`src/hw/rtl/itirc_pkg.sv`:
```
// ----------------------------------------------------------------------------
// itirc_pkg: shared types and constants
// Request classes, result status codes and the control bundle between the
// back-end sequencer and the entry table.
// ----------------------------------------------------------------------------
package itirc_pkg;

	localparam int ID_W  = 32;
	localparam int TAG_W = 32;
	localparam int ST_W  = 3;

	// incoming mode codes
	localparam logic [1:0] MODE_INSERT = 2'd0;
	localparam logic [1:0] MODE_REMOVE = 2'd1;
	localparam logic [1:0] MODE_LIST   = 2'd2;
	localparam logic [1:0] MODE_NONE   = 2'd3;

	// result status codes
	localparam logic [ST_W-1:0] ST_DONE     = 3'd0;
	localparam logic [ST_W-1:0] ST_FULL     = 3'd1;
	localparam logic [ST_W-1:0] ST_DUP      = 3'd2;
	localparam logic [ST_W-1:0] ST_NOTFOUND = 3'd3;
	localparam logic [ST_W-1:0] ST_EMPTY    = 3'd4;
	localparam logic [ST_W-1:0] ST_LISTED   = 3'd5;

	typedef enum logic [1:0] {
		CMD_INSERT,
		CMD_REMOVE,
		CMD_LIST
	} cmd_t;

	typedef struct packed {
		cmd_t                    cmd;
		logic signed [ID_W-1:0]  id;
		logic [TAG_W-1:0]        tag;
	} req_t;

	// back end -> table
	typedef struct packed {
		logic                    cmp;  // capture match vector against id
		logic                    ins;  // append id/tag at slot cnt
		logic                    rem;  // compact from first match onwards
		logic                    rot;  // rotate valid entries one place down
		logic signed [ID_W-1:0]  id;
		logic [TAG_W-1:0]        tag;
	} tbl_ctrl_t;

endpackage

```
`src/hw/rtl/itirc_front.sv`:
```
// ----------------------------------------------------------------------------
// itirc_front: request intake
// Accepts requests, classifies the mode, drops the unused code and queues
// the rest in a two-entry FIFO towards the back end.
// ----------------------------------------------------------------------------
module itirc_front (
	input  logic                                  clk,
	input  logic                                  arst_n,
	input  logic                                  in_valid,
	output logic                                  in_ready,
	input  logic [1:0]                            mode,
	input  logic signed [itirc_pkg::ID_W-1:0]     order_id,
	input  logic [itirc_pkg::TAG_W-1:0]           customer_tag,
	output logic                                  q_valid,
	input  logic                                  q_ready,
	output itirc_pkg::req_t                       q_req
);

	itirc_pkg::req_t mem_q [2];
	logic            wr_ptr_q;
	logic            rd_ptr_q;
	logic [1:0]      fill_q;
	itirc_pkg::cmd_t cmd;
	logic            keep;
	logic            push;
	logic            pop;

	always_comb begin
		cmd  = itirc_pkg::CMD_INSERT;
		keep = 1'b1;
		unique case (mode)
			itirc_pkg::MODE_INSERT: cmd = itirc_pkg::CMD_INSERT;
			itirc_pkg::MODE_REMOVE: cmd = itirc_pkg::CMD_REMOVE;
			itirc_pkg::MODE_LIST:   cmd = itirc_pkg::CMD_LIST;
			itirc_pkg::MODE_NONE:   keep = 1'b0;
			default:                keep = 1'b0;
		endcase
	end

	assign in_ready = (fill_q != 2'd2);
	assign push     = in_valid && in_ready && keep;
	assign q_valid  = (fill_q != 2'd0);
	assign pop      = q_valid && q_ready;
	assign q_req    = mem_q[rd_ptr_q];

	always_ff @(posedge clk) begin
		if (push) begin
			mem_q[wr_ptr_q] <= '{cmd: cmd, id: order_id, tag: customer_tag};
		end
	end

	always_ff @(posedge clk or negedge arst_n) begin
		if (!arst_n) begin
			wr_ptr_q <= 1'b0;
			rd_ptr_q <= 1'b0;
			fill_q   <= 2'd0;
		end else begin
			if (push)
				wr_ptr_q <= ~wr_ptr_q;
			if (pop)
				rd_ptr_q <= ~rd_ptr_q;
			fill_q <= fill_q + {1'b0, push} - {1'b0, pop};
		end
	end

endmodule

```
`config.mk`:
```
export PLATFORM = sky130hd
export DESIGN_NAME = itirc_front
export DESIGN_NICKNAME = d
export VERILOG_FILES = /design/src/hw/rtl/itirc_pkg.sv /design/src/hw/rtl/itirc_front.sv
export SDC_FILE = /design/constraint.sdc
export NUM_CORES = 1
export LEC_CHECK = 0
export BUFFER_PORTS_ARGS = -buffer_cell sky130_fd_sc_hd__buf_2
export CAP_MARGIN = 0
export CORE_ASPECT_RATIO = 2
export CORE_MARGIN = 5
export CORE_UTILIZATION = 30
export CTS_CLUSTER_DIAMETER = 30
export CTS_CLUSTER_SIZE = 25
export DETAILED_ROUTE_END_ITERATION = 6
export PLACE_DENSITY_LB_ADDON = 0.1
export SYNTH_ARGS = -nofsm -noshare
export SYNTH_HDL_FRONTEND = slang
export SYNTH_SLANG_ARGS = --single-unit
```
`constraint.sdc`:
```
create_clock -name clk -period 5.5 [get_ports clk]
set_input_delay 1.1 -clock clk [delete_from_list [all_inputs] [get_ports clk]]
set_output_delay 1.1 -clock clk [all_outputs]
set_load 0.05 [all_outputs]
```
# After elaboration in Yosys (flattened, before gate mapping)
# Memories as Yosys holds them, arrays and structs flattened.
# Cells that the tools add are included.
[totals]
regBits = 4
ram_bits = 132
out_inout_bits = 68
word_cells = 20
n_memories = 1
[classes]
addsub = 2
eq_ne = 4
mux = 4
n_bitwise = 2
reduce_logical = 4
[mem_list]
columns = ["memory", "depth", "width", "rd", "rd_clocked_by_memory_dff", "wr", "line", "rtl"]
rows = [
  ["mem_q", 2, 66, 1, 0, 1, "itirc_front.sv:19", "itirc_pkg::req_t mem_q [2];"],
]
[ops]
columns = ["op", "count"]
rows = [
  ["$eq 2x2->1 const B", 2],
  ["$pmux 2 s2", 1],
  ["$logic_and 1x1->1", 3],
  ["$mux 1", 3],
  ["$add 2x1->2", 1],
  ["$eq 2x1->1 const B", 1],
  ["$ne 2x2->1 const B", 1],
  ["$not 1->1", 2],
  ["$reduce_bool 2->1", 1],
  ["$sub 2x1->2", 1],
]

# Logic depth before layout (Yosys ltp)
# Gate-level depths: netlist of run 1.
[depth]
depth_word = 5
depth_mapped = 6

# Worst setup path after synthesis of run 1
# OpenSTA, ideal clock, no wires.
[synth_timing]
path_type = "input -> register"
startpoint = "input in_valid"
endpoint = "memory mem_q[0][0] (netlist bit), enable pin"
setup_ns = 0.491
arrival_ns = 4.179
required_time_ns = 5.009
slack_ns = 0.830
cell_stages = 3
path_buffers = 0
cell_sequence = "a21boi_4 -> nand2_1 -> nor2_1"
[synth_via]
elab_chain_cells = 4
[synth_lines]
columns = ["item", "line", "rtl"]
rows = [
  ["from (decl)", "itirc_front.sv:9", "input logic in_valid,"],
  ["$logic_and 1x1->1 (2 in a row)", "itirc_front.sv:41", "assign push = in_valid && in_ready && keep;"],
  ["$mux 1", "itirc_front.sv:47", "if (push) begin"],
  ["$mux 1 (not written as such)", "itirc_front.sv:48", "mem_q[wr_ptr_q] <= '{cmd: cmd, id: order_id, tag: customer_tag};"],
  ["to (decl)", "itirc_front.sv:19", ""],
]
# Every way passes these cells.

==> results.yml, run 1 <==
synthesis:
  syn_area_um2: 5020
  synth-main-ff-cell: "edfxtp_1"
  synth_top_cell_by_area: "edfxtp_1"
  synth_edf_count: 132
  async_reset_ff_frac: 0.0294
  syn_inst: 231
  ys_seq_area_frac: 0.809
  synth.area.top_cells: "edfxtp_1 79%, mux2_2 8.1%, mux2_1 6.7%, dfrtp_1 2.0%, buf_6 0.67%"
  synth_top_cell_area_share: 0.789
  synth.distinct_cells: 24
  postSynthRegisterBits: 136
  yosysWarnings: 0
  syn-num-nets: 302
  syn_area_per_cell_um2: 21.7
setup_path:
  cp_slowest_stage_delay_ns: 1.05
  path_cells: "mux2_2 -> buf_2"
  crit_type: "flop to output pin"
  reg2reg_slack_ns: 3.20
  critPathCapture: "q_req[9]"
  cp-startpoint: "rd_ptr_q$_DFFE_PN0P_"
  r2r_start: "fill_q[0]$_DFF_PN0_"
  endpoint_kind: "output pin"
  worstPathArrival_ns: 2.12
  slowest_stage: "dfrtp_4"
  cp-start-kind: "flop"
  reg2reg_depth: 4
  worstPathRequired_ns: 4.40
  cp_max_fo: 67
  r2r_end: "mem_q[0][21]$_DFFE_PP_"
timing:
  finalMaxSlewViolations: 0
  relSlewSlack: 0.370
  rsz0062_at_grt: "false"
  clock_skew_ns: 0.00743
  setup_viol_count_final: 0
  fmax_mhz: 311
  timing_hold_violations_final: 0
  fin_crit_ns: 3.22
  final.setup.tns_ns: 0
  tightest_slew_ns: 0.945
  finalCritPeriodShare: 0.585
global_route:
  grt_antenna_before_repair: 0
  track_usage: 0.103
  grt_overflow: 0
  grt_max_degree: 68
  grt_pass1_vias: 2874
  grt_pass1_wl_um: 14700
clock_network:
  clockBufferDepth: 2
  cts_hold_buffers: 0
  cts_max_level: 4
  clkTransAtPathRegs_ns: 0.06
  cts_root_buffer: "clkbuf_16"
  clock_sinks: 136
  ctsResizeCount: 0
  cts_made_buffers: 17
  cts_tree: "built"
  postCtsSetupRepairBufs: 0
  clk_latency_ns: 0.41
detailed_routing:
  final_antenna_net_count: 0
  drc: 0
  wirelength_um: 9690
  dr_total_vias: 2584
  drt-initial-drc-count: 28
  dr.pass1.iters: 3
  via_per_inst: 4.30
  wl_per_cell_um: 16.1
placement:
  gp_congestion: 0.727
  dpl.hpwl_um: 6300
  port_buffers: 137
  placed_area_um2: 5940
pwr:
  leakagePower_nw: 2.43
  power.total_w: 0.00402
  power_density_nw_per_um2: 615
  vdd_drop_max_uv: 359
min_path:
  hp-class: "primary input to async pin"
floorplanning:
  rows: 67
  design.core.area_um2: 16600
  dieArea_um2: 19600
  initial_utilization: 0.303
  die_h_um: 193
  io_pins: 138
  die_x_um: 102
finish:
  diodes: 0
  drive_above_1_share: 0.541
  fin_nets: 452
  stdcell_area_um2: 6540
  area_growth_pct: 30.2
  mostFrequentLayoutCells: "137 x buf_2, 132 x edfxtp_1, 36 x mux2_2"
  final_common_cell: "buf_2"
  utilization: 0.394
status:
  outcome: "complete, no violations"
run:
  maxCapViolCount: 0
[worst min path at each step]
stage                                     from              endpoint  slack, ns  cells after the start
after floorplan           wr_ptr_q$_DFFE_PN0P_  wr_ptr_q$_DFFE_PN0P_       0.46                      1
after global placement    wr_ptr_q$_DFFE_PN0P_  wr_ptr_q$_DFFE_PN0P_       0.55                      1
after detailed placement  wr_ptr_q$_DFFE_PN0P_  wr_ptr_q$_DFFE_PN0P_       0.55                      1
after CTS                               arst_n  rd_ptr_q$_DFFE_PN0P_       0.46                      1
after global routing                    arst_n  rd_ptr_q$_DFFE_PN0P_       0.47                      1
final                                   arst_n  rd_ptr_q$_DFFE_PN0P_       0.49                      1
[cell type report]
cell class / count / area (µm²)
tap: 207 / 259
multi-input combinational: 88 / 916
clock buffer: 17 / 425
fill: 1577 / 10100
timing repair buffer: 138 / 693
sequential: 136 / 4070
clock inverter: 15 / 179
[cell families after synthesis]
kind of cell,synth area share
simple gates,0.0159
compound gates,0.00822
flops,0.809
xor+xnor,0.00523
mux,0.148
fa+ha+maj,0.00249
buf+inv,0.0112
[power breakdown]
part           switching (W)  internal [W]  total (W)  leakage [nW]
registers           0.000149       0.00136    0.00151          1.26
clock network       0.000418      0.000713    0.00113         0.285
logic                0.00101      0.000373    0.00138         0.877
[through the flow]
| stage | setup slack (ns) | cells | hold WS (ns) |
|---|---|---|---|
| floorplan | 0.830 | 231 | 0.460 |
| global placement | 2.40 | 569 | 0.548 |
| detailed placement | 2.31 | 569 | 0.552 |
| CTS | 2.16 | 601 | 0.459 |
| global route | 2.13 | 601 | 0.468 |
| finish | 2.28 | 601 | 0.486 |
[worst max-delay path: cells and delay by family, from the launching register on]
kind / cells / cell delay, ns
buffers and inverters: 1 / 0.21
multiplexers: 1 / 0.43
flip-flops: 1 / 1.05
[state kept, by name, indices dropped and copies added, names as in the netlist]
register  flops
fill_q        2
rd_ptr_q      1
wr_ptr_q      1
mem_q       132
[synthesized netlist by cell type (2+ instances only)]
| master | number |
|---|---|
| buf_2 | 3 |
| dfrtp_1 | 4 |
| edfxtp_1 | 132 |
| buf_6 | 3 |
| mux2_2 | 36 |
| a21oi_1 | 2 |
| mux2_1 | 30 |
| xnor2_1 | 2 |
| nor2_1 | 2 |
| nand2_1 | 3 |
[metal layers]
metal / share of wire / wire length [µm] / track usage
met1: 0.39 / 3750 / 0.110
met2: 0.51 / 4980 / 0.174
met3: 0.079 / 762 / 0.0396
met4: 0.020 / 194 / 0.0538
met5: 0 / 0 / 0
Power figures use the tool's default switching activity.
==> run 2, diff against run 1 <==
clock period = 3.1 ns   (was 5.5 ns; I/O delays follow)
==> results.yml, run 2 (same netlist as run 1, synthesis figures left out) <==
timing:
  clock_skew_ns: 0.00620
  relSlewSlack: 0.679
  tightest_slew_ns: 0.482
  setup_ws_ns: 0.433
  fmax_mhz: 375
  rsz0062_at_grt: "false"
  fin_crit_ns: 2.67
  final.setup.tns_ns: 0
  finalMaxSlewViolations: 0
  timing_hold_violations_final: 0
  setup_viol_count_final: 0
  finalCritPeriodShare: 0.860
finish:
  largestRegisters: "mem_q: 132 flops, fill_q: 2 flops"
  largest_reg_flops: 132
  stdcell_area_um2: 6590
  mostFrequentLayoutCells: "137 x buf_2, 132 x edfxtp_1, 36 x mux2_2"
  fin_nets: 454
  diodes: 0
  drive_above_1_share: 0.538
  final_common_cell: "buf_2"
  area_growth_pct: 31.2
  utilization: 0.397
  largest_register: "mem_q"
clock_network:
  clkTransAtPathRegs_ns: 0.06
  ctsResizeCount: 0
  postCtsSetupRepairBufs: 0
  cts_made_buffers: 17
  cts_tree: "built"
  clock_sinks: 136
  cts_hold_buffers: 0
  clockBufferDepth: 2
  cts_root_buffer: "clkbuf_16"
  cts_max_level: 4
  clk_latency_ns: 0.40
pwr:
  intPower_w: 0.00439
  vdd_drop_max_uv: 590
  clkPwrFrac: 0.280
  sw_frac_of_total: 0.391
  leakagePower_nw: 2.46
  pwr-share-seq: 0.359
  power.switching_w: 0.00282
  p_comb_frac: 0.360
  power_density_nw_per_um2: 1090
floorplanning:
  initial_utilization: 0.303
  rows: 67
  dieArea_um2: 19600
  die_x_um: 102
  io_pins: 138
  design.core.area_um2: 16600
  die_h_um: 193
status:
  outcome: "complete, no violations"
detailed_routing:
  dr.pass1.iters: 4
  drc: 0
  wirelength_um: 9860
  drt-initial-drc-count: 37
  dr_total_vias: 2599
  wl_per_cell_um: 16.3
  final_antenna_net_count: 0
  via_per_inst: 4.31
placement:
  port_buffers: 137
  place_ws_ns: 0.798
  dpl.hpwl_um: 6660
  gp_congestion: 0.715
  placed_area_um2: 5990
setup_path:
  r2r_end: "mem_q[0][24]$_DFFE_PP_"
  endpoint_kind: "output pin"
  cp-start-kind: "flop"
  reg2reg_slack_ns: 1.27
  cp_max_fo: 35
  r2r_start: "fill_q[0]$_DFF_PN0_"
  reg2reg_depth: 4
  worstPathRequired_ns: 2.48
  worstPathArrival_ns: 2.05
  crit_type: "flop to output pin"
global_route:
  grt_antenna_before_repair: 1
  track_usage: 0.102
  grt_pass1_wl_um: 14700
  grt_pass1_vias: 2825
  grt_max_degree: 56
  grt_overflow: 0
min_path:
  hp-class: "primary input to async pin"
run:
  maxCapViolCount: 0
[run 2: cell count changes in the layout (fill, tap and decap cells not counted)]
cell | before | now
buf_12 | 0 | 3
clkinvlp_4 | 4 | 1
inv_6 | 1 | 3
buf_4 | 1 | 0
clkbuf_1 | 0 | 1
clkinv_1 | 0 | 1
clkinv_2 | 3 | 2
[run 2: area by class of cell]
type                    instances  area [µm²]
fillers                      1558       10000
flip-flops and latches        136        4070
multi-input cells              88         916
repair buffers                140         746
clock buffers                  18         429
well taps                     207         259
clock inverters                14         173
[run 2: how the worst max path moves through the flow]
stage	from	to	slack [ns]	cells past startpoint
after global placement	rd_ptr_q$_DFFE_PN0P_	q_req[52]	0.84	3
after detailed placement	rd_ptr_q$_DFFE_PN0P_	q_req[52]	0.80	3
after CTS	rd_ptr_q$_DFFE_PN0P_	q_req[52]	0.36	3
final	rd_ptr_q$_DFFE_PN0P_	q_req[16]	0.43	3
after floorplan	fill_q[0]$_DFF_PN0_	mem_q[1][0]$_DFFE_PP_	0.09	2
after global routing	rd_ptr_q$_DFFE_PN0P_	q_req[52]	0.31	3
[run 2: through the flow]
step	power, W	instances	hold slack [ns]
6_report	0.00721	603	0.0169
5_1_grt	0.00753	603	0.00155
4_1_cts	0.00733	603	0.0000725
3_5_place_dp	0.00528	571	0.434
3_3_place_gp	0.00525	571	0.433
2_1_floorplan	0.00466	231	0.324
[run 2: routing by layer]
layer,up-vias,track usage,wire (µm)
li1,1219,-,-
met1,1264,0.119,4060
met2,104,0.169,4860
met3,10,0.0353,796
met4,2,0.0430,132
met5,-,0,7
[run 2: power groups by stage]
stage	clock network [W]	registers, W	logic [W]
final	0.00202	0.00259	0.00260
after global placement	0	0.00262	0.00263
after global routing	0.00216	0.00263	0.00273
after detailed placement	0	0.00264	0.00264
after floorplan	0	0.00253	0.00213
after CTS	0.00208	0.00260	0.00265
[run 2: critical path: stages (launching register included)]
cell and delay (ns):
dfrtp_4 0.73, buf_12 0.29, mux2_2 0.39, buf_2 0.22
==> run 3, diff against run 2 <==
GPL_TIMING_DRIVEN = 0   (was not set)
PLACE_DENSITY = 0.6   (was not set)
PLACE_DENSITY_LB_ADDON = not set   (was 0.1)
==> results.yml, run 3 (same netlist as run 1, synthesis figures left out) <==
placement:
  placed_area_um2: 6050
  dpl.hpwl_um: 6980
  gp_congestion: 0.679
  port_buffers: 137
pwr:
  p_comb_frac: 0.383
  leakagePower_nw: 2.49
  sw_frac_of_total: 0.395
  power_density_nw_per_um2: 1090
  clkPwrFrac: 0.269
  power.switching_w: 0.00284
  power.total_w: 0.00719
  pwr-share-seq: 0.348
  vdd_drop_max_uv: 521
  intPower_w: 0.00435
timing:
  fin_crit_ns: 2.41
  setup_viol_count_final: 0
  fmax_mhz: 415
  finalMaxSlewViolations: 0
  final.setup.tns_ns: 0
  finalCritPeriodShare: 0.777
  tightest_slew_ns: 0.792
  timing_hold_violations_final: 0
  relSlewSlack: 0.471
  rsz0062_at_grt: "false"
  holdWs_ns: 0.0159
  clock_skew_ns: 0.00762
setup_path:
  path_cells: "buf_4 -> buf_6 -> mux2_1 -> buf_2"
  cp_slowest_stage_delay_ns: 0.40
  cp-start-kind: "flop"
  slowest_stage: "dfrtp_1"
  crit_type: "flop to output pin"
  crit_buf_inv: 3
  worstPathArrival_ns: 1.79
  crit_family: "buffers and inverters"
  cp_max_fo: 10
  endpoint_kind: "output pin"
  worstPathRequired_ns: 2.48
finish:
  largestRegisters: "mem_q: 132 flops, fill_q: 2 flops"
  largest_reg_flops: 132
  multiInputGateArea_um2: 916
  fin_nets: 461
  stdcell_area_um2: 6630
  largest_register: "mem_q"
  utilization: 0.399
  drive_above_1_share: 0.543
  final_common_cell: "buf_2"
  mostFrequentLayoutCells: "140 x buf_2, 132 x edfxtp_1, 36 x mux2_2"
  ff_latch_area_um2: 4060
  area_growth_pct: 32.0
  fillers: 1567
detailed_routing:
  drc: 0
  via_per_inst: 4.25
  final_antenna_net_count: 0
  dr.pass1.iters: 4
  wirelength_um: 9810
  dr_total_vias: 2594
  wl_per_cell_um: 16.1
  drt-initial-drc-count: 69
run:
  maxCapViolCount: 0
clock_network:
  cts_tree: "built"
  ctsResizeCount: 0
  cts_hold_buffers: 0
  cts_made_buffers: 17
  cts_max_level: 4
  cts_root_buffer: "clkbuf_16"
  clkTransAtPathRegs_ns: 0.06
  clk_latency_ns: 0.40
  clock_sinks: 136
  postCtsSetupRepairBufs: 0
  clockBufferDepth: 2
floorplanning:
  io_pins: 138
  die_x_um: 102
  initial_utilization: 0.303
  rows: 67
  die_h_um: 193
  dieArea_um2: 19600
  design.core.area_um2: 16600
global_route:
  grt.busiest_layer: "met2"
  grt_overflow: 0
  use_met3: 0.0681
  grt_pass1_vias: 2916
  grt_antenna_before_repair: 2
  met2_usage: 0.149
  track_usage: 0.103
  grt_pass1_wl_um: 15100
  met1_usage: 0.123
  grt_max_degree: 35
status:
  outcome: "complete, no violations"
min_path:
  hp-class: "primary input to async pin"
-- run 3: power groups by stage --
stage | Sequential (W) | Clock, W | Combinational (W)
floorplan | 0.00253 | 0 | 0.00213
global placement | 0.00256 | 0 | 0.00273
detailed placement | 0.00255 | 0 | 0.00279
CTS | 0.00251 | 0.00199 | 0.00280
global route | 0.00254 | 0.00207 | 0.00290
finish | 0.00251 | 0.00194 | 0.00275
-- run 3: per-layer routing --
metal	routed length (µm)	part of all wire
met5	23	0.0023
met4	150	0.015
met3	1480	0.15
met2	4050	0.41
met1	4100	0.42
-- run 3: final timing paths --
check / from / to / slack, ns / cells past startpoint
max: rd_ptr_q$_DFFE_PN0P_ / q_req[42] / 0.69 / 4
min: arst_n / wr_ptr_q$_DFFE_PN0P_ / 0.02 / 1
max reg2reg: fill_q[0]$_DFF_PN0_ / mem_q[0][41]$_DFFE_PP_ / 0.94 / 5
min reg2reg: wr_ptr_q$_DFFE_PN0P_ / wr_ptr_q$_DFFE_PN0P_ / 0.56 / 1
max in group asynchronous: arst_n / fill_q[0]$_DFF_PN0_ / 2.95 / 1
min in group clk: order_id[27] / mem_q[1][59]$_DFFE_PP_ / 0.40 / 1
-- run 3: layout make-up --
| class | instances | area share |
|---|---|---|
| multi-input cells | 88 | 0.138 |
| clock inverters | 14 | 0.0225 |
| repair buffers | 140 | 0.114 |
| clock buffers | 18 | 0.0647 |
| diodes | 1 | 0.000378 |
| flip-flops and latches | 136 | 0.613 |
| plain buffers | 7 | 0.00849 |
| well taps | 207 | 0.0391 |
-- run 3: stage by stage --
step / std cells / worst slack [ns]
after global placement: 575 / -0.933
after floorplan: 231 / 0.0912
after CTS: 610 / 0.640
after global routing: 610 / 0.604
after detailed placement: 578 / 0.500
final: 611 / 0.692
