### src/hw/rtl/itirc_pkg.sv
// ----------------------------------------------------------------------------
// itirc_pkg: shared types and constants
// Request classes, result status codes and the control bundle between the
// back-end sequencer and the entry table.
// ----------------------------------------------------------------------------
package itirc_pkg;

	localparam int ID_W  = 32;
	localparam int TAG_W = 32;
	localparam int ST_W  = 3;

	// incoming mode codes
	localparam logic [1:0] MODE_INSERT = 2'd0;
	localparam logic [1:0] MODE_REMOVE = 2'd1;
	localparam logic [1:0] MODE_LIST   = 2'd2;
	localparam logic [1:0] MODE_NONE   = 2'd3;

	// result status codes
	localparam logic [ST_W-1:0] ST_DONE     = 3'd0;
	localparam logic [ST_W-1:0] ST_FULL     = 3'd1;
	localparam logic [ST_W-1:0] ST_DUP      = 3'd2;
	localparam logic [ST_W-1:0] ST_NOTFOUND = 3'd3;
	localparam logic [ST_W-1:0] ST_EMPTY    = 3'd4;
	localparam logic [ST_W-1:0] ST_LISTED   = 3'd5;

	typedef enum logic [1:0] {
		CMD_INSERT,
		CMD_REMOVE,
		CMD_LIST
	} cmd_t;

	typedef struct packed {
		cmd_t                    cmd;
		logic signed [ID_W-1:0]  id;
		logic [TAG_W-1:0]        tag;
	} req_t;

	// back end -> table
	typedef struct packed {
		logic                    cmp;  // capture match vector against id
		logic                    ins;  // append id/tag at slot cnt
		logic                    rem;  // compact from first match onwards
		logic                    rot;  // rotate valid entries one place down
		logic signed [ID_W-1:0]  id;
		logic [TAG_W-1:0]        tag;
	} tbl_ctrl_t;

endpackage

### src/hw/rtl/itirc_back.sv
// ----------------------------------------------------------------------------
// itirc_back: request execution
// Pops a queued request, captures the table match vector, then applies the
// update and loads the result register. A list rotates the table once per
// emitted entry, leaving it in its original order at the end.
// ----------------------------------------------------------------------------
module itirc_back #(
	parameter int DEPTH = 64,
	parameter int CNT_W = $clog2(DEPTH + 1)
) (
	input  logic                                  clk,
	input  logic                                  arst_n,
	input  logic                                  q_valid,
	output logic                                  q_ready,
	input  itirc_pkg::req_t                       q_req,
	output itirc_pkg::tbl_ctrl_t                  ctrl,
	output logic [CNT_W-1:0]                      cnt,
	input  logic                                  hit_any,
	input  logic signed [itirc_pkg::ID_W-1:0]     head_id,
	input  logic [itirc_pkg::TAG_W-1:0]           head_tag,
	output logic                                  out_valid,
	input  logic                                  out_ready,
	output logic [itirc_pkg::ST_W-1:0]            status,
	output logic signed [itirc_pkg::ID_W-1:0]     entry_id,
	output logic [itirc_pkg::TAG_W-1:0]           entry_tag,
	output logic                                  last
);

	typedef enum logic [1:0] {
		S_IDLE,
		S_EXEC,
		S_LIST
	} state_t;

	state_t           state_q;
	itirc_pkg::req_t  req_q;
	logic [CNT_W-1:0] cnt_q;
	logic [CNT_W-1:0] list_idx_q;
	logic             load;
	logic             full;
	logic             empty;
	logic             list_end;

	assign load     = !out_valid || out_ready;
	assign full     = (cnt_q >= CNT_W'(DEPTH));
	assign empty    = (cnt_q == '0);
	assign list_end = (list_idx_q + CNT_W'(1) == cnt_q);
	assign q_ready  = (state_q == S_IDLE);
	assign cnt      = cnt_q;

	always_comb begin
		ctrl     = '0;
		ctrl.id  = (state_q == S_IDLE) ? q_req.id : req_q.id;
		ctrl.tag = req_q.tag;
		ctrl.cmp = (state_q == S_IDLE) && q_valid;
		if (state_q == S_EXEC && load) begin
			ctrl.ins = (req_q.cmd == itirc_pkg::CMD_INSERT) && !full && !hit_any;
			ctrl.rem = (req_q.cmd == itirc_pkg::CMD_REMOVE) && !empty && hit_any;
		end
		ctrl.rot = (state_q == S_LIST) && load;
	end

	always_ff @(posedge clk) begin
		if (state_q == S_IDLE && q_valid)
			req_q <= q_req;
	end

	always_ff @(posedge clk or negedge arst_n) begin
		if (!arst_n) begin
			state_q    <= S_IDLE;
			cnt_q      <= '0;
			list_idx_q <= '0;
			out_valid  <= 1'b0;
			status     <= itirc_pkg::ST_DONE;
			entry_id   <= '0;
			entry_tag  <= '0;
			last       <= 1'b0;
		end else begin
			if (out_valid && out_ready)
				out_valid <= 1'b0;
			unique case (state_q)
				S_IDLE: begin
					if (q_valid)
						state_q <= S_EXEC;
				end
				S_EXEC: begin
					if (load) begin
						entry_id  <= '0;
						entry_tag <= '0;
						last      <= 1'b1;
						out_valid <= 1'b1;
						state_q   <= S_IDLE;
						unique case (req_q.cmd)
							itirc_pkg::CMD_INSERT: begin
								priority if (full) begin
									status <= itirc_pkg::ST_FULL;
								end else if (hit_any) begin
									status <= itirc_pkg::ST_DUP;
								end else begin
									status <= itirc_pkg::ST_DONE;
									cnt_q  <= cnt_q + CNT_W'(1);
								end
							end
							itirc_pkg::CMD_REMOVE: begin
								priority if (empty) begin
									status <= itirc_pkg::ST_EMPTY;
								end else if (!hit_any) begin
									status <= itirc_pkg::ST_NOTFOUND;
								end else begin
									status   <= itirc_pkg::ST_DONE;
									entry_id <= req_q.id;
									cnt_q    <= cnt_q - CNT_W'(1);
								end
							end
							itirc_pkg::CMD_LIST: begin
								if (empty) begin
									status <= itirc_pkg::ST_EMPTY;
								end else begin
									out_valid  <= 1'b0;
									list_idx_q <= '0;
									state_q    <= S_LIST;
								end
							end
							default: state_q <= S_IDLE;
						endcase
					end
				end
				S_LIST: begin
					if (load) begin
						status     <= itirc_pkg::ST_LISTED;
						entry_id   <= head_id;
						entry_tag  <= head_tag;
						last       <= list_end;
						out_valid  <= 1'b1;
						list_idx_q <= list_idx_q + CNT_W'(1);
						if (list_end)
							state_q <= S_IDLE;
					end
				end
				default: state_q <= S_IDLE;
			endcase
		end
	end

endmodule

### config.mk
export PLATFORM = sky130hd
export DESIGN_NAME = itirc_back
export DESIGN_NICKNAME = d
export VERILOG_FILES = /design/src/hw/rtl/itirc_pkg.sv /design/src/hw/rtl/itirc_back.sv
export SDC_FILE = /design/constraint.sdc
export NUM_CORES = 1
export LEC_CHECK = 0
export BUFFER_PORTS_ARGS = -buffer_cell sky130_fd_sc_hd__buf_4
export CAP_MARGIN = 20
export CORE_MARGIN = 2
export CORE_UTILIZATION = 50
export DETAILED_ROUTE_END_ITERATION = 6
export GPL_ROUTABILITY_DRIVEN = 0
export PLACE_DENSITY = 0.83
export SETUP_SLACK_MARGIN = 0.5
export SLEW_MARGIN = 20
export SYNTH_ARGS = -nofsm -noshare
export SYNTH_HDL_FRONTEND = slang
export SYNTH_SLANG_ARGS = --single-unit
export TNS_END_PERCENT = 30
### constraint.sdc
create_clock -name clk -period 8.25 [get_ports clk]
set_clock_uncertainty 0.15 [all_clocks]
set_input_delay 1.2375 -clock clk [delete_from_list [all_inputs] [get_ports clk]]
set_output_delay 1.2375 -clock clk [all_outputs]
set_load 0.02 [all_outputs]
Word level (Yosys, flattened, before mapping)
Index checks and enable logic that the tools add are counted.
{ "word_totals": {"wordCells": 101, "reg_bits": 151, "input_bits": 135, "out_inout_bits": 145} }
{ "classes": {"mux": 46, "n_reduce_logical": 23, "n_eq_ne": 17, "order_cmp": 1, "n_addsub": 3} }
{ "op_table": {"columns": ["cell", "count"], "rows": [
  ["32-bit two-way mux", 8],
  ["32-bit one-hot mux with 2 select lines", 2],
  ["7-bit two-way mux", 8],
  ["7-bit one-hot mux with 2 select lines", 2],
  ["2-bit two-way mux", 10],
  ["2-bit inequality test (second input constant)", 9],
  ["7-bit by 1-bit adder with 7-bit output (second input constant)", 2],
  ["3-bit two-way mux", 4],
  ["5-bit AND reduction", 2],
  ["3-bit one-hot mux with 3 select lines", 1],
  ["1-bit logical AND", 8],
  ["7-bit == test", 1],
  ["7-bit >= comparator (second input constant)", 1],
  ["7-bit zero test", 1],
  ["1-bit two-way mux", 7],
  ["7-bit AND reduction", 1],
  ["7-bit by 1-bit subtractor with 7-bit output (second input constant)", 1],
  ["2-bit one-hot mux with 3 select lines", 1],
  ["3-bit one-hot mux with 2 select lines", 1],
  ["2-bit by 1-bit == test with 1-bit output (second input constant)", 2],
  ["2-bit == test (second input constant)", 2],
  ["1-bit zero test", 4],
  ["2-bit zero test", 2],
  ["4-bit by 1-bit inequality test with 1-bit output (second input constant)", 1],
  ["other kinds (7)", 9]
]} }

Logic depth before layout (Yosys ltp)
Gate-level depths: netlist of run 1.
{ "logic_depth": {"depth_word": 5, "depth_mapped": 10, "ltp_nobuf": 10} }

Worst setup path after synthesis of run 1
OpenSTA, ideal clock, no wires.
{ "synth_timing": {"kind": "flip-flop to output port", "start": "register state_q[0]", "end": "output port ctrl[67] (netlist bit)", "t_arrival_ns": 4.456, "n_path_buf": 2, "stages_incl_launch_ff": 7, "required_time_ns": 6.863, "setup_slack_ns": 2.406, "path_cell_list": "dfrtp_1 -> inv_1 -> ha_1 -> clkbuf_1 -> clkbuf_1 -> inv_1 -> nor2_1"} }
{ "synth_rtl": {"columns": ["item", "line", "rtl"], "rows": [
  ["from (decl)", "itirc_back.sv:35", "state_t state_q;"],
  ["from (signal assigned)", "itirc_back.sv:70", "state_q <= S_IDLE;"],
  ["from (signal assigned)", "itirc_back.sv:84", "state_q <= S_EXEC;"],
  ["from (signal assigned)", "itirc_back.sv:92", "state_q <= S_IDLE;"],
  ["to (decl)", "itirc_back.sv:16", "output itirc_pkg::tbl_ctrl_t ctrl,"]
]} }

==> results of run 1 <==
sequential cells by signal (all words and copies together), names as in the netlist:
name,cells
cnt,7
ctrl,32
entry_id,32
entry_tag,32
last,1
list_idx_q,7
out_valid,1
req_q,34
state_q,2
status,3
stage by stage:
stage               total power, uW  hold WS [ps]
floorplan                      2180           368
global placement               2740           315
detailed placement             2800           321
CTS                            3610           335
global route                   3780           358
finish                         3590           329
layout make-up:
class / instances / area share [%]
Clock buffer: 23 / 5.44
Clock inverter: 9 / 1.17
Inverter: 17 / 0.680
Multi-Input combinational cell: 321 / 23.9
Sequential cell: 151 / 43.8
Tap cell: 176 / 2.35
Timing Repair Buffer: 283 / 22.7
tightest hold or removal path: stages, from the launching register on:
cell     delay [ps]
dfrtp_1         340
nand2_1          50
o21ai_0          60
kinds of logic (layout without fill, tap and decap cells):
group	after synthesis	count (layout)	synth area share, %
multiplexers	39	39	6.41
XOR/XNOR	13	13	1.68
AO/OA/AOI/OAI	140	140	13.1
buffers and inverters	84	332	6.63
AND/OR/NAND/NOR	116	116	9.05
flip-flops	151	151	60.6
adder cells (fa/ha/maj)	13	13	2.51
worst min path at each step:
| stage | startpoint | endpoint | slack [ps] | cells past startpoint |
|---|---|---|---|---|
| after global routing | entry_id[24] | entry_id[24] | 360 | 2 |
| final | entry_id[18] | entry_id[18] | 330 | 2 |
| after CTS | entry_id[2] | entry_id[2] | 340 | 2 |
| after global placement | entry_id[11] | entry_id[11] | 320 | 2 |
| after detailed placement | entry_id[2] | entry_id[2] | 320 | 2 |
| after floorplan | list_idx_q[6] | list_idx_q[6] | 370 | 1 |
cell usage after synthesis (all sizes together), types with 4 or more instances:
library cell  instances  area share, %
inv                  17           0.94
nand2b                4           0.37
clkbuf               29            1.6
mux2                 35            5.8
a21oi                43            3.2
dfrtp                85             31
o21ai                46            3.4
buf                  38            4.1
xnor2                 8            1.0
edfxtp               66             29
xor2                  5           0.65
nor3b                32            3.5
nand2                46            2.5
a22o                 36            4.7
mux2i                 4           0.59
ha                   12            2.2
nor2                 15           0.83
power breakdown:
group          leakage [uW]  internal [uW]  switching (uW)
registers           0.00177           1030             146
clock network      0.000304            499             305
logic               0.00223            651             957
layer usage:
metal / vias up / wire [um] / part of all wire (%) / global-route usage (%)
li1: 2440 / - / - / -
met1: 2591 / 7310 / 40 / 31.7
met5: - / 0 / 0 / 0
met2: 191 / 9550 / 52 / 43.6
met3: 36 / 1030 / 5.6 / 6.51
met4: 0 / 415 / 2.3 / 9.67
==> results.cfg, run 1 <==
[yosys]
ys_seq_area_share_pct = 60.6
ys.flop_type = dfrtp_1
synthCells = 556
synth_edf_count = 66
yosysUniqueCellTypes = 42
synth-seq-cells = 151
synth_nets = 704
postSynth.asyncResetShare_pct = 56.3
avgSynthCellArea_um2 = 12.2
synth_warnings = 0
syn-cell-area_mm2 = 0.00678

[timing]
report.final.slew_viol_count = 0
setup_slack_ps = 3830
worstMarginPinSlew_ps = 900
finalCritPeriodShare_pct = 53.5
min_period_ps = 4420
hold_viol = 0
slew_headroom_pct = 40.0
finalSetupViolations = 0
max_freq_mhz = 226
rsz0062_at_grt = no
fin_tns_setup_ps = 0

[setup_path]
cp.depth = 6
worst-path-buf-inv = 4
crit_family = buffers and inverters
r2r-start = state_q[0]
cp-endpoint = ctrl[67]
end_kind = output port
cp_max_fo = 67
worst_r2r_path_depth = 7
crit_start = state_q[0]
timing.rr.end = last
arrival_ps = 3030
startpoint_type = register
cpPeakStageDelay_ps = 770
cp.required_ps = 6860
rrSetupSlack_ps = 5020
crit_chain = inv_1, ha_2, inv_1, nor2_4, buf_4, buf_4
critical_path_class = register to output port
cpMaxStageDelayCell = ha_2

[die]
io_pins = 280
core_mm2 = 0.0132
die_h_um = 120
die-area_mm2 = 0.0145
num_rows = 42
die_x_um = 120
initial_core_util_pct = 51.2

[clock_tree]
clock_path_buffers = 2
cts_sinks = 151
cts-resized-gates = 0
tritoncts = built
root_buffer = clkbuf_16
htree_levels = 4
cts_setup_buffers = 0
cts_hold_buf = 0
clkTransAtPathRegs_ps = 60
clkLatencyLatePin_ps = 420
cts_buffers = 17

[cells_and_area]
nFillCells = 953
final_cell_count_no_fill = 980
utilization_pct = 70.9
areaGrowthSynthToFinish_pct = 38.5
multi_input_area_mm2 = 0.00224
final_common_cell = buf_4
drive_gt1_share_pct = 44.3
regArea_mm2 = 0.00411
mostFrequentLayoutCells = buf_4, dfrtp_1, edfxtp_1
design_area_mm2 = 0.00938
nNetsFinal = 939
antenna_cells = 0

[route]
drc = 0
first_iter_violations = 421
dr.pass1.iters = 5
wl_um = 18300
vias = 5258
ant_nets = 0
wl_per_cell_um = 18.7
routed_via_density = 5.37

[global_routing]
grt_pass1_vias = 5401
grt_pass1_wl_um = 28600
antenna_found_initial = 0
overflow = 0
grt_use_total_pct = 25.7
grt_max_degree = 86

[placement]
dp_hpwl_um = 13100
dpl.cell_count = 948
portBuffers = 279
place_ws_ps = 4190
dpl_cell_area_mm2 = 0.00876

[power]
power_leakage_uw = 0.00430
p_per_area_mw_per_mm2 = 382
ir_worst_vdd_mv = 0.201

[worst_hold_path]
hp-class = register to register

[run_status]
status = completed

[flow_run]
maxCapViolCount = 0
Power figures use the tool's default switching activity.
==> inputs of run 2 (changes only) <==
Settings changed: ABC_AREA set to 1, CORE_UTILIZATION 50 to 44, PLACE_DENSITY 0.83 to 0.77.
Clock period 8.25 ns to 3.6 ns, I/O delays scaled along.
==> run 2 against run 1 <==
  * The run now ends with negative hold slack left
  * Register-to-register slack worse by 4100 ps
  * Total power is 150% higher
  * Sequential share of layout area is 1.2 points lower
  * Synthesized cell count is 9.0% higher
  * Wire length is 0.44% higher
  * Worst hold slack worse by 370 ps
  * Cell count is 10% higher
  * Critical path type unchanged
  * Via count is 3.9% higher
  * First-iteration DRC count is 37% lower
  * Utilization is 9.5 points lower
  * Largest cell class unchanged
  * Die area is 17% higher
  * Highest routed layer unchanged
  * Clock-buffer cell count is 6 lower
==> results.cfg, run 2 <==
[run_status]
status = complete, but fails checks
violations = negative hold slack

[yosys]
syn-cell-area_mm2 = 0.00698
synth_warnings = 0
avgSynthCellArea_um2 = 11.5
synthCells = 606
synth_most_common_cell = dfrtp_1
ys.flop_type = dfrtp_1
postSynth.asyncResetShare_pct = 56.3
synth_top_area_share_pct = 30.5
ys_seq_area_share_pct = 58.9
synth-seq-cells = 151
synth_area_leaders = dfrtp_1, edfxtp_1, mux2_2
synth_nets = 754
synth_edf_count = 66
synth_area_leader_cell = dfrtp_1
synthTopCellsByCount = dfrtp_1, edfxtp_1, nand2_1, nand3_1, nor2_1
yosysUniqueCellTypes = 36

[setup_path]
startpoint_type = register
crit_start = state_q[0]
cpMaxStageDelayCell = buf_4
worst-path-buf-inv = 3
worst_r2r_path_depth = 9
timing.rr.end = entry_id[30]
crit_family = buffers and inverters
rrSetupSlack_ps = 950
cp.depth = 5
cp_max_fo = 35
cp-endpoint = ctrl[43]
cp.required_ps = 2910
r2r-start = state_q[1]
arrival_ps = 2090
critical_path_class = register to output port
crit_chain = inv_1, ha_2, buf_4, mux2_2, buf_4
crit_path_frequent_cell = buf_4
cpPeakStageDelay_ps = 410
end_kind = output port

[timing]
max_freq_mhz = 360
rsz0062_at_grt = no
slew_headroom_pct = 40.8
worstMarginPinSlew_ps = 887
finalSetupViolations = 0
whs_ps = -37.7
report.final.slew_viol_count = 0
fin_tns_setup_ps = 0
hold_viol = 11
min_period_ps = 2780
finalCritPeriodShare_pct = 77.1

[global_routing]
grt_use_total_pct = 21.7
overflow = 0
grt_pass1_wl_um = 28000
antenna_found_initial = 0
grt_pass1_vias = 5474
grt_max_degree = 86

[cells_and_area]
final_cell_count_no_fill = 1078
drive_gt1_share_pct = 46.5
regMostFlops = req_q
areaGrowthSynthToFinish_pct = 38.1
largest_reg_flops = 34
utilization_pct = 61.4
antenna_cells = 0
mostFrequentLayoutCells = buf_4, dfrtp_1, edfxtp_1
nNetsFinal = 997
final_common_cell = buf_4

[route]
wl_um = 18400
first_iter_violations = 267
drc = 0
wl_per_cell_um = 17.1
ant_nets = 0
vias = 5462
routed_via_density = 5.07
dr.pass1.iters = 5

[flow_run]
maxCapViolCount = 0

[power]
ir_worst_vdd_mv = 0.584
power_uw = 8970
power_leakage_uw = 0.00431
p_per_area_mw_per_mm2 = 930

[clock_tree]
clock_path_buffers = 2
root_buffer = clkbuf_16
cts_sinks = 151
cts-resized-gates = 0
cts_buffers = 17
clkTransAtPathRegs_ps = 60
cts_setup_buffers = 0
cts_hold_buf = 0
htree_levels = 4
tritoncts = built
clkLatencyLatePin_ps = 420

[die]
initial_core_util_pct = 44.4
die_x_um = 130
io_pins = 280
core_mm2 = 0.0157
die-area_mm2 = 0.0169
die_h_um = 130
num_rows = 46

[worst_hold_path]
hp-class = primary input to asynchronous set/reset pin

[placement]
portBuffers = 279
dpl.cell_count = 1046
dp_hpwl_um = 13200
run 2: cell types whose count changed after synthesis, moves of 11 or more:
cell,delta
nand3_1,+51
nor2_1,+30
a22o_1,-36
nor3b_1,-32
inv_1,+11
nand2_1,+18
clkbuf_1,-17
a21oi_2,+29
a32o_1,+32
o21ai_0,-32
run 2: report_power, final:
group | switching [uW] | leakage (uW) | internal, uW
logic | 2670 | 0.00229 | 1740
registers | 309 | 0.00172 | 2390
clock network | 753 | 0.000296 | 1110
total | 3730 | 0.00431 | 5240
run 2: logic make-up (layout without fill, tap and decap cells):
group / Yosys count / after routing / synth area share, %
simple gates: 177 / 177 / 11.4
flops: 151 / 151 / 58.9
compound gates: 127 / 127 / 13.2
buf+inv: 99 / 355 / 8.06
mux: 32 / 32 / 5.16
fa+ha+maj: 13 / 13 / 2.44
xor+xnor: 7 / 7 / 0.878
run 2: worst min-delay path by stage:
stage	to	slack, ps	depth (start not counted)
after CTS	cnt[2]	10	2
final	cnt[2]	-40	2
after global placement	entry_tag[6]	330	1
after floorplan	cnt[0]	90	0
after global routing	cnt[2]	30	2
after detailed placement	entry_tag[20]	330	1
run 2: per-layer routing:
layer | part of all wire [%] | wire (um) | vias up | GRT usage (%)
met5 | 0 | 0 | - | 0
met4 | 2.4 | 444 | 0 | 8.98
met3 | 7.6 | 1390 | 28 | 7.34
met2 | 52 | 9530 | 213 | 36.8
met1 | 38 | 7030 | 2615 | 25.4
li1 | - | - | 2606 | -
run 2: final cells by class:
| class | count | area [um^2] |
|---|---|---|
| multi-input cells | 356 | 2320 |
| fillers | 1262 | 6070 |
| inverters | 34 | 131 |
| repair buffers | 289 | 2190 |
| well taps | 216 | 270 |
| clock inverters | 15 | 193 |
| clock buffers | 17 | 425 |
| flip-flops and latches | 151 | 4110 |
run 2: stage by stage:
step | setup slack, ps | cell area, um^2
floorplan | 819 | 6990
finish | 824 | 9640
global route | 687 | 9640
CTS | 781 | 9640
global placement | 976 | 9020
detailed placement | 934 | 9020
==> inputs of run 3 (changes only) <==
Clock period 3.6 ns to 2.3 ns, I/O delays scaled along.
==> run 3 against run 2 <==
  * The flow finishes with violations (negative setup slack)
  * Sequential share of layout area shrank 8.3 points
  * Worst setup slack worse by 870 ps
  * Total power up 98%
  * Cell count rose by 12%
  * Register-to-register slack got worse by 880 ps
  * Wire length up 44%
  * Combinational power up 140%
  * Sequential cell count stayed put
  * Non-clock buffer count rose by 130
  * Design area grew 24%
  * Critical path depth unchanged
  * Global-route usage rose by 3.8 points
  * Critical endpoint unchanged
==> results.cfg, run 3 (synthesized netlist as in run 2, its figures left out) <==
[run_status]
status = complete, but fails checks
violations = negative setup slack

[die]
io_pins = 280
die-area_mm2 = 0.0169
initial_core_util_pct = 44.4
die_x_um = 130
die_h_um = 130
core_mm2 = 0.0157
num_rows = 46

[global_routing]
grt_use_total_pct = 25.6
overflow = 0
grt_max_degree = 52
grt_pass1_vias = 6066
antenna_found_initial = 0
grt_pass1_wl_um = 32800

[clock_tree]
clkTransAtPathRegs_ps = 70
root_buffer = clkbuf_16
clkLatencyLatePin_ps = 430
clock_path_buffers = 2
htree_levels = 4
cts_buffers = 17
tritoncts = built
cts_sinks = 151

[cells_and_area]
areaGrowthSynthToFinish_pct = 71.7
nFillCells = 900
mostFrequentLayoutCells = buf_4, dfrtp_1, dlygate4sd3_1
nNetsFinal = 1127
antenna_cells = 0
multi_input_area_mm2 = 0.00307
largest_reg_flops = 34
utilization_pct = 76.3
regMostFlops = req_q
regArea_mm2 = 0.00412
design_area_mm2 = 0.0120
final_common_cell = buf_4
drive_gt1_share_pct = 56.8

[placement]
portBuffers = 279
dpl_cell_area_mm2 = 0.00923
dp_hpwl_um = 14100

[power]
power_uw = 17800
p_per_area_mw_per_mm2 = 1480
power_leakage_uw = 0.00530
ir_worst_vdd_mv = 0.952

[timing]
fin_tns_setup_ps = -610
setup_slack_ps = -49.0
report.final.slew_viol_count = 0
slew_headroom_pct = 67.0
rsz0062_at_grt = yes
finalSetupViolations = 29
hold_viol = 0
worstMarginPinSlew_ps = 495
finalCritPeriodShare_pct = 102
min_period_ps = 2350
max_freq_mhz = 426

[worst_hold_path]
holdPathStages = 2
hp-class = primary input to register

[setup_path]
end_kind = output port
critical_path_class = register to output port
worst_r2r_path_depth = 12
crit_family = buffers and inverters
cp_max_fo = 7
crit_chain = inv_2, ha_4, clkbuf_16, mux2_4, buf_6
worst-path-buf-inv = 3
cp.required_ps = 1800
cpPeakStageDelay_ps = 400
cp.depth = 5
startpoint_type = register
arrival_ps = 1850
cpMaxStageDelayCell = dfrtp_1

[route]
wl_per_cell_um = 21.9
dr.pass1.iters = 7
vias = 6660
drc = 0
wl_um = 26500
first_iter_violations = 443
ant_nets = 0
routed_via_density = 5.51

[flow_run]
maxCapViolCount = 0
run 3: changes by cell type in the layout (fill, tap and decap cells not counted), sizes merged:
cell	delta
buf	+57
clkinv	+2
clkbuf	+7
dlygate4sd3	+67
inv	-3
clkinvlp	+1
bufinv	-1
run 3: stage by stage:
step                      setup WS (ps)  hold slack [ps]  std cells
after floorplan                    -210             -101        606
after detailed placement           67.3              154       1063
after CTS                         0.800             6.76       1178
after global placement              147              153       1063
final                             -49.0             18.7       1208
after global routing              -92.0             15.0       1208
run 3: power breakdown:
group | total (uW) | switching (uW) | internal [uW]
clock network | 2790 | 1190 | 1600
registers | 4270 | 526 | 3740
logic | 10700 | 5860 | 4830
total | 17800 | 7580 | 10200
run 3: layer usage:
| layer | wire length (um) | up-vias | GRT usage, % |
|---|---|---|---|
| li1 | - | 2883 | - |
| met1 | 9560 | 3332 | 30.2 |
| met2 | 14100 | 374 | 44.6 |
| met3 | 1930 | 71 | 6.64 |
| met4 | 939 | 0 | 10.2 |
| met5 | 0 | - | 0 |
run 3: worst reg2reg max path, delay by kind of cell, from the launching register on:
kind	cells	cell delay (ps)
compound gates	3	400
xor+xnor	1	170
fa+ha+maj	2	480
buf+inv	2	250
flops	1	450
simple gates	4	270
run 3: repair_timing:
item,in CTS,in global routing
gates cloned,1,6
setup endpoints to repair,119,188
hold buffers,67,0
gates resized for setup,30,233
setup buffers,15,24
endpoints found under the hold margin,94,0
pin swaps,3,101
run 3: layout make-up:
class	instances	share of cell area (%)
inverters	34	1.18
repair buffers	419	31.8
multi-input cells	356	25.6
well taps	216	2.25
clock buffers	18	3.58
clock inverters	14	1.24
flip-flops and latches	151	34.3
run 3: worst paths after layout:
kind / to / slack, ps / start
worst min register to register: entry_tag[24] / 340 / entry_tag[24]
worst min-delay path: entry_tag[22] / 20 / head_tag[22]
worst max-delay path: ctrl[43] / -50 / state_q[1]
max in group asynchronous: entry_id[19] / 1150 / arst_n
worst max register to register: cnt[6] / 70 / req_q[64]
min in group asynchronous: status[1] / 250 / arst_n
